[src/hdl/u16u8_pkg.sv]
`default_nettype none
// ----------------------------------------------------------------------------
// u16u8_pkg
// Types, constants and the code point encoder shared by the UTF-16 to UTF-8
// converter.
// ----------------------------------------------------------------------------
package u16u8_pkg;

  localparam int unsigned UnitW       = 16;
  localparam int unsigned ByteW       = 8;
  localparam int unsigned CpW         = 21;
  localparam int unsigned SurrBitsW   = 10;
  localparam int unsigned JobBytes    = 6;
  localparam int unsigned CpBytes     = 4;
  localparam int unsigned CountW      = 3;
  localparam int unsigned QueueDepth  = 2;

  // Upper six bits of a surrogate unit
  localparam logic [5:0] HighSurrTag = 6'b110110;
  localparam logic [5:0] LowSurrTag  = 6'b110111;

  localparam logic [CpW-1:0] SuppBase = 21'h10000;
  localparam logic [CpW-1:0] Lim1Byte = 21'h00080;
  localparam logic [CpW-1:0] Lim2Byte = 21'h00800;
  localparam logic [CpW-1:0] Lim3Byte = 21'h10000;

  localparam logic [1:0] ContTag  = 2'b10;
  localparam logic [2:0] Lead2Tag = 3'b110;
  localparam logic [3:0] Lead3Tag = 4'b1110;
  localparam logic [4:0] Lead4Tag = 5'b11110;

  typedef struct packed {
    logic [UnitW-1:0] code_unit;
    logic             end_of_string;
  } in_req_t;

  typedef struct packed {
    logic [ByteW-1:0] out_byte;
    logic             run_last;
    logic             string_done;
  } out_req_t;

  // Bytes of one code point, byte 0 goes out first
  typedef struct packed {
    logic [CpBytes-1:0][ByteW-1:0] bytes;
    logic [CountW-1:0]             len;
  } cp_enc_t;

  // All bytes one input unit produces, byte 0 goes out first
  typedef struct packed {
    logic [JobBytes-1:0][ByteW-1:0] bytes;
    logic [CountW-1:0]              count;
    logic                           eos;
  } job_t;

  function automatic cp_enc_t encode_cp(input logic [CpW-1:0] cp);
    cp_enc_t e;
    e.bytes = '0;
    if (cp < Lim1Byte) begin
      e.bytes[0] = cp[ByteW-1:0];
      e.len      = CountW'(1);
    end else if (cp < Lim2Byte) begin
      e.bytes[0] = {Lead2Tag, cp[10:6]};
      e.bytes[1] = {ContTag, cp[5:0]};
      e.len      = CountW'(2);
    end else if (cp < Lim3Byte) begin
      e.bytes[0] = {Lead3Tag, cp[15:12]};
      e.bytes[1] = {ContTag, cp[11:6]};
      e.bytes[2] = {ContTag, cp[5:0]};
      e.len      = CountW'(3);
    end else begin
      e.bytes[0] = {Lead4Tag, cp[20:18]};
      e.bytes[1] = {ContTag, cp[17:12]};
      e.bytes[2] = {ContTag, cp[11:6]};
      e.bytes[3] = {ContTag, cp[5:0]};
      e.len      = CountW'(4);
    end
    return e;
  endfunction

endpackage
`default_nettype wire

[src/hdl/u16u8_front.sv]
`default_nettype none
// ----------------------------------------------------------------------------
// u16u8_front
// Accepts code units, pairs surrogates and builds the byte job for each unit.
// ----------------------------------------------------------------------------
module u16u8_front (
  input  wire logic              clk,
  input  wire logic              rst,
  input  wire logic              src_valid,
  output logic                   src_ready,
  input  wire u16u8_pkg::in_req_t src_data,
  input  wire logic              queue_full,
  output logic                   push,
  output u16u8_pkg::job_t        job
);

  logic                                held_valid;
  logic                                held_valid_next;
  logic [u16u8_pkg::SurrBitsW-1:0]     held_high_bits;
  logic [u16u8_pkg::SurrBitsW-1:0]     held_high_bits_next;

  logic is_high, is_low, pair, flush, hold_new, emit_unit, accept;
  logic [u16u8_pkg::CpW-1:0] cp_a;
  u16u8_pkg::cp_enc_t enc_a, enc_b;

  assign src_ready = !queue_full;
  assign accept    = src_valid && src_ready;

  assign is_high   = src_data.code_unit[15:10] == u16u8_pkg::HighSurrTag;
  assign is_low    = src_data.code_unit[15:10] == u16u8_pkg::LowSurrTag;
  assign pair      = held_valid && is_low;
  assign flush     = held_valid && !is_low;
  assign hold_new  = !pair && is_high && !src_data.end_of_string;
  assign emit_unit = !pair && !hold_new && (src_data.code_unit != '0);

  // Either the combined supplementary code point or the held surrogate alone
  assign cp_a  = pair ? u16u8_pkg::SuppBase + {1'b0, held_high_bits, src_data.code_unit[9:0]}
                      : {5'b0, u16u8_pkg::HighSurrTag, held_high_bits};
  assign enc_a = u16u8_pkg::encode_cp(cp_a);
  assign enc_b = u16u8_pkg::encode_cp({5'b0, src_data.code_unit});

  always_comb begin
    job       = '0;
    job.eos   = src_data.end_of_string;
    if (pair) begin
      job.bytes[3:0] = enc_a.bytes;
      job.count      = enc_a.len;
    end else if (flush) begin
      job.bytes[2:0] = enc_a.bytes[2:0];
      if (emit_unit) begin
        job.bytes[5:3] = enc_b.bytes[2:0];
        job.count      = enc_a.len + enc_b.len;
      end else begin
        job.count = enc_a.len;
      end
    end else if (emit_unit) begin
      job.bytes[2:0] = enc_b.bytes[2:0];
      job.count      = enc_b.len;
    end
  end

  // Drop units that produce no bytes
  assign push = accept && (job.count != '0);

  always_comb begin
    held_valid_next     = held_valid;
    held_high_bits_next = held_high_bits;
    if (accept) begin
      held_valid_next = hold_new;
      if (hold_new) begin
        held_high_bits_next = src_data.code_unit[9:0];
      end else begin
        held_high_bits_next = '0;
      end
    end
  end

  always_ff @(posedge clk) begin
    if (rst) begin
      held_valid     <= 1'b0;
      held_high_bits <= '0;
    end else begin
      held_valid     <= held_valid_next;
      held_high_bits <= held_high_bits_next;
    end
  end

endmodule
`default_nettype wire

[src/hdl/u16u8_queue.sv]
`default_nettype none
// ----------------------------------------------------------------------------
// u16u8_queue
// Short job queue between the front and back parts.
// ----------------------------------------------------------------------------
module u16u8_queue #(
  parameter int unsigned Depth = u16u8_pkg::QueueDepth
) (
  input  wire logic            clk,
  input  wire logic            rst,
  input  wire logic            push,
  input  wire u16u8_pkg::job_t push_job,
  input  wire logic            pop,
  output logic                 full,
  output logic                 not_empty,
  output u16u8_pkg::job_t      head_job
);

  localparam int unsigned PtrW = (Depth > 1) ? $clog2(Depth) : 1;
  localparam int unsigned CntW = $clog2(Depth + 1);

  u16u8_pkg::job_t slots [Depth];
  logic [PtrW-1:0] wr_ptr, rd_ptr;
  logic [CntW-1:0] fill;

  assign full      = fill == CntW'(Depth);
  assign not_empty = fill != '0;
  assign head_job  = slots[rd_ptr];

  always_ff @(posedge clk) begin
    if (push) begin
      slots[wr_ptr] <= push_job;
    end
  end

  always_ff @(posedge clk) begin
    if (rst) begin
      wr_ptr <= '0;
      rd_ptr <= '0;
      fill   <= '0;
    end else begin
      if (push) begin
        wr_ptr <= (wr_ptr == PtrW'(Depth - 1)) ? '0 : wr_ptr + 1'b1;
      end
      if (pop) begin
        rd_ptr <= (rd_ptr == PtrW'(Depth - 1)) ? '0 : rd_ptr + 1'b1;
      end
      if (push && !pop) begin
        fill <= fill + 1'b1;
      end else if (pop && !push) begin
        fill <= fill - 1'b1;
      end
    end
  end

endmodule
`default_nettype wire

[src/hdl/u16u8_back.sv]
`default_nettype none
// ----------------------------------------------------------------------------
// u16u8_back
// Walks each job one byte a cycle while dst_ready is high and drives the output channel.
// ----------------------------------------------------------------------------
module u16u8_back (
  input  wire logic            clk,
  input  wire logic            rst,
  input  wire logic            queue_not_empty,
  input  wire u16u8_pkg::job_t head_job,
  output logic                 pop,
  output logic                 dst_valid,
  input  wire logic            dst_ready,
  output u16u8_pkg::out_req_t  dst_data
);

  logic                           cur_valid;
  logic                           cur_valid_next;
  u16u8_pkg::job_t                cur;
  logic [u16u8_pkg::CountW-1:0]   idx;
  logic [u16u8_pkg::CountW-1:0]   idx_next;
  logic                           last, taken;

  assign last  = idx == (cur.count - 1'b1);
  assign taken = cur_valid && dst_ready;
  assign pop   = queue_not_empty && (!cur_valid || (taken && last));

  assign dst_valid            = cur_valid;
  assign dst_data.out_byte    = cur.bytes[idx];
  assign dst_data.run_last    = last;
  assign dst_data.string_done = last && cur.eos;

  always_comb begin
    cur_valid_next = cur_valid;
    idx_next       = idx;
    if (pop) begin
      cur_valid_next = 1'b1;
      idx_next       = '0;
    end else if (taken) begin
      if (last) begin
        cur_valid_next = 1'b0;
        idx_next       = '0;
      end else begin
        idx_next = idx + 1'b1;
      end
    end
  end

  always_ff @(posedge clk) begin
    if (pop) begin
      cur <= head_job;
    end
  end

  always_ff @(posedge clk) begin
    if (rst) begin
      cur_valid <= 1'b0;
      idx       <= '0;
    end else begin
      cur_valid <= cur_valid_next;
      idx       <= idx_next;
    end
  end

endmodule
`default_nettype wire

[src/hdl/utf16le_to_utf8_converter_top.sv]
`default_nettype none
// ----------------------------------------------------------------------------
// utf16le_to_utf8_converter_top
// UTF-16 code units in, UTF-8 bytes out, surrogate pairs combined.
// ----------------------------------------------------------------------------
//  Channel  Handshake              Payload
//  src      src_valid/src_ready    code_unit[15:0], end_of_string
//  dst      dst_valid/dst_ready    out_byte[7:0], run_last, string_done
//
//  The front takes one code unit per cycle while the job queue has room.
//  The back sends one byte per cycle while dst_ready is high, so sustained
//  throughput is set by the single output byte lane; a unit's first byte
//  passes through a queue slot and then the back's current-job register.
//  Synchronous reset clears the held surrogate, the queue and the back part.
//  A stalled dst fills the queue, then src_ready drops; zero units and held
//  high surrogates are taken without entering the queue.
// ----------------------------------------------------------------------------
module utf16le_to_utf8_converter_top #(
  parameter int unsigned QueueDepth = u16u8_pkg::QueueDepth
) (
  input  wire logic                clk,
  input  wire logic                rst,
  input  wire logic                src_valid,
  output logic                     src_ready,
  input  wire u16u8_pkg::in_req_t  src_data,
  output logic                     dst_valid,
  input  wire logic                dst_ready,
  output u16u8_pkg::out_req_t      dst_data
);

  // Front to queue
  logic            push;
  logic            queue_full;
  u16u8_pkg::job_t push_job;

  // Queue to back
  logic            pop;
  logic            queue_not_empty;
  u16u8_pkg::job_t head_job;

  // Classify the unit, pair surrogates, build the byte job
  u16u8_front u_front (
    .clk        (clk),
    .rst        (rst),
    .src_valid  (src_valid),
    .src_ready  (src_ready),
    .src_data   (src_data),
    .queue_full (queue_full),
    .push       (push),
    .job        (push_job)
  );

  // Hold jobs so each side can stall on its own
  u16u8_queue #(
    .Depth (QueueDepth)
  ) u_queue (
    .clk       (clk),
    .rst       (rst),
    .push      (push),
    .push_job  (push_job),
    .pop       (pop),
    .full      (queue_full),
    .not_empty (queue_not_empty),
    .head_job  (head_job)
  );

  // Advance through each job one byte per accepted request
  u16u8_back u_back (
    .clk             (clk),
    .rst             (rst),
    .queue_not_empty (queue_not_empty),
    .head_job        (head_job),
    .pop             (pop),
    .dst_valid       (dst_valid),
    .dst_ready       (dst_ready),
    .dst_data        (dst_data)
  );

endmodule
`default_nettype wire

[config.mk]
export PLATFORM = sky130hd
export DESIGN_NAME = utf16le_to_utf8_converter_top
export DESIGN_NICKNAME = d
export VERILOG_FILES = /design/src/hdl/u16u8_pkg.sv /design/src/hdl/u16u8_front.sv /design/src/hdl/u16u8_queue.sv /design/src/hdl/u16u8_back.sv /design/src/hdl/utf16le_to_utf8_converter_top.sv
export SDC_FILE = /design/constraint.sdc
export NUM_CORES = 1
export LEC_CHECK = 0
export BUFFER_PORTS_ARGS = -buffer_cell sky130_fd_sc_hd__clkbuf_2
export CAP_MARGIN = 20
export CORE_ASPECT_RATIO = 1.1
export CORE_MARGIN = 3
export CORE_UTILIZATION = 45
export DETAILED_ROUTE_END_ITERATION = 7
export SYNTH_ARGS = -nofsm -noshare
export SYNTH_HDL_FRONTEND = slang
export SYNTH_HIERARCHICAL = 1
export SYNTH_SLANG_ARGS = --single-unit
[constraint.sdc]
create_clock -name clk -period 5.1 [get_ports clk]
set_input_delay 0.51 -clock clk [delete_from_list [all_inputs] [get_ports clk]]
set_output_delay 0.51 -clock clk [all_outputs]
set_load 0.05 [all_outputs]
After elaboration in Yosys (flattened, before gate mapping) --
Memories as Yosys holds them, arrays and structs flattened. A register that Yosys moved wholly into a read port is not among the register bits. Index checks and enable logic that the tools add are counted.
Storage, ports and cells: bits in registers 19, bits in latches 0, RAM bits 104, memory bits (read-only) 0, input bits 21, output and inout port bits 12, memories kept 1
Cells by class: add/sub/neg operators 8, multipliers 0, divide/modulo/power cells 0, magnitude comparators 6, equality and inequality tests 4, shift operators 0, multiplexer cells 33, bitwise gates (word level) 0, reductions and logical operators 31
Memory list:
- u_queue.slots | words 2, bits a word 52, read ports 1, clocked after Yosys merged registers in 1, wr ports 1, RTL line u16u8_queue.sv:22 | u16u8_pkg::job_t slots [Depth];
Operators with widths (count):
- two-way mux 27 bit | 4
- two-way mux 24 bit | 3
- two-way mux 16 bit | 3
- two-way mux 19 bit | 2
- two-way mux 35 bit | 1
- two-way mux 25 bit | 1
- binary-select mux 8 bit (select 3 bit) | 1
- two-way mux 8 bit | 3
- two-way mux 11 bit | 2
- adder 17 x 20 -> 21 bit, first input constant | 1
- less-than comparator 21 x 12 -> 1 bit, second input constant | 1
- less-than comparator 21 x 17 -> 1 bit, second input constant | 1
- less-than comparator 21 x 8 -> 1 bit, second input constant | 1
- two-way mux 21 bit | 1
- less-than comparator 16 x 12 -> 1 bit, second input constant | 1
- less-than comparator 16 x 8 -> 1 bit, second input constant | 1
- nonzero test 16 bit | 1
- logical AND 1 bit | 14
- == test 6 bit, second input constant | 2
- two-way mux 10 bit | 1
- zero test 1 bit | 8
- nonzero test 2 bit | 4
- two-way mux 1 bit | 7
- two-way mux 3 bit | 2
- other kinds (14) | 16

Logic depth before layout (Yosys ltp) --
depth after elaboration 17, depth in mapped cells 14, mapped depth without buffers 13

Cells and area by module --
Netlist, hierarchy kept.
Modules (own cells, without submodules):
- u16u8_queue | times used 1, cells each 184, area an instance 3980.1 um^2
- u16u8_back | times used 1, cells each 124, area an instance 2254.7 um^2
- u16u8_front | times used 1, cells each 299, area an instance 1848.0 um^2

Worst setup path after synthesis --
Ideal clock, no wire load.
path kind flip-flop to flip-flop, start point register u_front/held_high_bits[1] (netlist name), end point memory u_queue/slots[0][0] (netlist name), enable pin, setup time 0.468 ns, arrival time 5.189 ns, required time 4.632 ns, setup slack -0.557 ns, cell stages (with the launch flop) 12, path through dfxtp_1 > or4_1 > clkbuf_2 > or2_1 > or3_1 > buf_2 > nor2_1 > a21oi_1 > fa_1 > o21ai_0 > a41oi_1 > nor2b_1
On the way: cells in the longest elaborated chain, start to end 14
Ends and longest elaborated chain:
- start: declaration | RTL line u16u8_front.sv:19 | logic [u16u8_pkg::SurrBitsW-1:0] held_high_bits;
- start signal: assignment | RTL line u16u8_front.sv:84 | held_high_bits <= held_high_bits_next;
- adder 17 x 20 -> 21 bit | RTL line u16u8_front.sv:37 | assign cp_a = pair ? u16u8_pkg::SuppBase + {1'b0, held_high_bits, src_data.code_unit[9:0]}
- two-way mux 21 bit * | RTL line u16u8_front.sv:37
- less-than comparator 21 x 17 -> 1 bit | RTL line u16u8_pkg.sv:66 | end else if (cp < Lim3Byte) begin
- two-way mux 25 bit | RTL line u16u8_pkg.sv:66
- two-way mux 19 bit | RTL line u16u8_pkg.sv:62 | end else if (cp < Lim2Byte) begin
- two-way mux 11 bit * | RTL line u16u8_pkg.sv:59 | if (cp < Lim1Byte) begin
- adder 3 bit | RTL line u16u8_front.sv:52 | job.count = enc_a.len + enc_b.len;
- two-way mux 3 bit | RTL line u16u8_front.sv:50 | if (emit_unit) begin
- two-way mux 27 bit | RTL line u16u8_front.sv:48 | end else if (flush) begin
- two-way mux 35 bit * | RTL line u16u8_front.sv:45 | if (pair) begin
- nonzero test 3 bit * | RTL line u16u8_front.sv:63 | assign push = accept && (job.count != '0);
- logical AND 1 bit * | RTL line u16u8_front.sv:63
- via push | RTL line utf16le_to_utf8_converter_top.sv:32 | logic push;
- two-way mux 1 bit * | RTL line u16u8_queue.sv:31 | if (push) begin
- two-way mux 1 bit (not written as such) * | RTL line u16u8_queue.sv:32 | slots[wr_ptr] <= push_job;
- end: declaration | RTL line u16u8_queue.sv:22
The timed path passes the listed nets; every way through them passes the cells marked *.

Final worst setup path --
start point register u_front/held_high_bits[2] (netlist name), end point register u_queue.fill[1]
On the way: cells in the longest elaborated chain, start to end 15
Ends and longest elaborated chain:
- adder 17 x 20 -> 21 bit | RTL line u16u8_front.sv:37
- two-way mux 21 bit * | RTL line u16u8_front.sv:37
- less-than comparator 21 x 17 -> 1 bit | RTL line u16u8_pkg.sv:66
- two-way mux 25 bit | RTL line u16u8_pkg.sv:66
- two-way mux 19 bit | RTL line u16u8_pkg.sv:62
- two-way mux 11 bit * | RTL line u16u8_pkg.sv:59
- adder 3 bit | RTL line u16u8_front.sv:52
- two-way mux 3 bit | RTL line u16u8_front.sv:50
- two-way mux 27 bit | RTL line u16u8_front.sv:48
- two-way mux 35 bit * | RTL line u16u8_front.sv:45
- nonzero test 3 bit * | RTL line u16u8_front.sv:63
- logical AND 1 bit * | RTL line u16u8_front.sv:63
- via push | RTL line utf16le_to_utf8_converter_top.sv:32
- zero test 1 bit | RTL line u16u8_queue.sv:50 | end else if (pop && !push) begin
- logical AND 1 bit | RTL line u16u8_queue.sv:50
- nonzero test 2 bit (no source line)
- end signal: assignment | RTL line u16u8_queue.sv:49 | fill <= fill + 1'b1;
- end signal: assignment | RTL line u16u8_queue.sv:51 | fill <= fill - 1'b1;
- end: declaration | RTL line u16u8_queue.sv:24 | logic [CntW-1:0] fill;
Marked as above. A chain may end at the register's enable or synchronous reset.

==> flow_summary.ini <==
[die]
die_y_um = 147
io_pins = 33
start_util_pct = 46.6
rows = 50
die_area_um2 = 19600
coreArea_um2 = 17300
die_w_um = 134

[cells_and_area]
multi_input_comb_area_um2 = 2710
n_antenna_cell = 0
drive_above_1_share_pct = 22.9
fin_nets = 661
synthToLayoutAreaGrowth_pct = 12.0
fin_cells = 881
ff_latch_area_um2 = 5090
num-fill-cells = 1484

[synth]
yosys_warnings = 6
synth_top_area_cell = edfxtp_1
synthDominantCellAreaShare_pct = 58.0
async_flop_share_pct = 0
synth-edff-count = 156
yosysSeqAreaShare_pct = 62.9
yosysMostFrequentCell = edfxtp_1
synth-seq-cells = 176
syn_inst = 607
synth.area.top_cells = edfxtp_1 (58%), mux2_2 (7.4%), dfxtp_1 (5.0%), mux4_2 (2.2%), a21oi_1 (2.1%)
syn_area_um2 = 8080
syn_avg_cell_area_um2 = 13.3
synthDistinctLibCells = 65
ys.flop_type = edfxtp_1
yosys-top-cells-count = edfxtp_1 (156), mux2_2 (53), nand2_1 (38), nor2_1 (38), a21oi_1 (34)

[setup_path]
path_depth = 11
cpMaxStageDelayCell = or4_1
endpoint_kind = flop
crit_chain = or4_1 > or2_1 > or3_1 > nor2_1 > a21oi_1 > fa_1 > o21ai_0 > a41oi_1 > ha_1 > or3_1 > a21oi_1
path_buf_inv = 0
reg2reg_depth = 11
worstPathMaxFanout = 12
cpPeakStageDelay_ns = 0.65
cp_top_family = simple AND/OR/NAND/NOR gates
cp.required_ns = 5.45
path_class = reg -> reg
rr_startpoint = u_front/held_high_bits[2]
worstPathArrival_ns = 4.61
r2r_slack_ns = 0.83
r2r-end = u_queue/fill[1]
crit_path_start_kind = flop

[routing]
first_pass_iters = 5
drtAntennaViolNets = 0
vias_per_cell = 5.87
totalWireLength_um = 19600
drc = 0
drtIter0Drc = 432
vias = 5174
avgRoutedWirePerCell_um = 22.3

[timing]
rsz0062_at_grt = false
finalHoldViolations = 0
worstMarginPinSlew_ns = 0.840
post-route-period-util_pct = 83.7
finalClockSkew_ns = 0.0112
max-slew-margin-rel_pct = 43.9
slew_viol_final = 0
setup_viol = 0
finalCriticalPeriod_ns = 4.27
setup_tns_ns = 0
max_freq_mhz = 234

[clock_network]
cts_resized = 0
numCtsBuffers = 17
cts_tree = yes
cts_buffer_depth = 2
cts.clk_slew.worst_paths_ns = 0.07
post_cts_buffers = 0
numClockSinks = 176
cts_hold_buf = 0
clkLatencyLatePin_ns = 0.42
cts-root-buf = clkbuf_16
htreeDepth = 4

[placed_design]
dpl.hpwl_um = 13400
place_inst = 849
routabilityCongestion = 0.909
port_buffers = 32

[grt]
grt_pass1_vias = 5194
grt_pass1_wl_um = 30200
grt_start_max_net_pins = 54
antenna_found_initial = 0
track_usage_pct = 20.6
grt_overflow = 0

[power]
comb_power_share_pct = 23.8
ir_worst_vdd_mv = 0.303
intPower_w = 0.00316
power_switching_w = 0.00130
seqPwrFrac_pct = 46.9
p_per_area_nw_per_um2 = 492
power_leakage_nw = 3.05
switching_share_pct = 29.1
clock_power_share_pct = 29.3

[job]
cap_violations = 0

[hold_path]
hold_end = u_queue/slots[0][0]
hp-start = src_data[0]
min-delay-path-class = in -> reg
holdPathStages = 1

[run_status]
status = finished, final reports clean
## per-layer routing
metal / GRT usage [%] / vias to the layer above / routed length (µm)
met4: 9.05 / 0 / 672
met1: 27.3 / 2541 / 8460
met3: 5.10 / 42 / 1190
met2: 32.1 / 222 / 9310
met5: 0 / - / 0
li1: - / 2369 / -
## state kept, by name (all words and copies together), names as in the netlist, named ones only
signal / flops
u_back/idx: 3
u_queue/rd_ptr: 1
u_queue/wr_ptr: 1
u_back/dst_valid: 1
u_front/held_high_bits: 10
u_queue/slots: 104
u_back/cur: 52
u_front/held_valid: 1
u_queue/fill: 2
## worst register-to-register path, stage by stage (launching register included)
cell     delay, ns
dfxtp_1       0.36
or4_1         0.65
or2_1         0.43
or3_1         0.51
nor2_1        0.18
a21oi_1       0.10
fa_1          0.46
o21ai_0       0.28
a41oi_1       0.28
ha_1          0.42
or3_1         0.35
a21oi_1       0.16
## power groups by stage
stage	combinational (W)	sequential [W]	clock, W
final	0.00106	0.00209	0.00130
after global routing	0.00115	0.00212	0.00139
after CTS	0.00109	0.00209	0.00133
after detailed placement	0.00108	0.00212	0
after global placement	0.00106	0.00211	0
after floorplan	0.000821	0.00211	0
## final cells by class
type                    instances  area share, %
flip-flops and latches        176           56.2
multi-input cells             371           29.9
clock buffers                  20           4.82
well taps                     234           3.23
repair buffers                 46           3.21
clock inverters                12           1.75
inverters                      22          0.912
## placed cells by master (no fill, tap or decap), types with 16 or more instances in the layout
master and instances:
mux2_2 53, o21ai_0 16, inv_1 22, nor2_1 38, clkbuf_16 17, clkbuf_2 32
dfxtp_1 19, a21oi_1 34, nand3_1 16, edfxtp_1 156, nand2_1 38
## cell families after synthesis
logic type / share of synthesized area, %
other cells: 0.0464
mux: 11.0
buf+inv: 3.93
xor+xnor: 1.36
flops: 62.9
simple gates: 10.1
fa+ha+maj: 1.02
compound gates: 9.61
## through the flow
| stage | worst slack, ns | total power, W | util [%] | hold slack, ns | area (µm²) |
|---|---|---|---|---|---|
| 2_1_floorplan | 0.421 | 0.00293 | - | 0.456 | 8100 |
| 3_3_place_gp | 0.963 | 0.00317 | 48.8 | 0.489 | 8460 |
| 3_5_place_dp | 0.903 | 0.00320 | 48.8 | 0.496 | 8460 |
| 4_1_cts | 0.888 | 0.00451 | 52.3 | 0.385 | 9050 |
| 5_1_grt | 0.666 | 0.00467 | 52.3 | 0.394 | 9050 |
| 6_report | 0.833 | 0.00446 | 52.3 | 0.419 | 9050 |
## worst max path at each step
stage / startpoint / slack, ns / to
global route: u_front/held_high_bits[1] / 0.67 / u_queue/fill[1]
global placement: u_front/held_high_bits[1] / 0.96 / u_queue/fill[1]
CTS: u_front/held_high_bits[1] / 0.89 / u_queue/fill[1]
detailed placement: u_front/held_high_bits[1] / 0.90 / u_queue/fill[1]
floorplan: u_front/held_high_bits[1] / 0.42 / u_queue/slots[0][0]
finish: u_front/held_high_bits[2] / 0.83 / u_queue/fill[1]
Note: power is estimated with default switching activity, not from simulation.
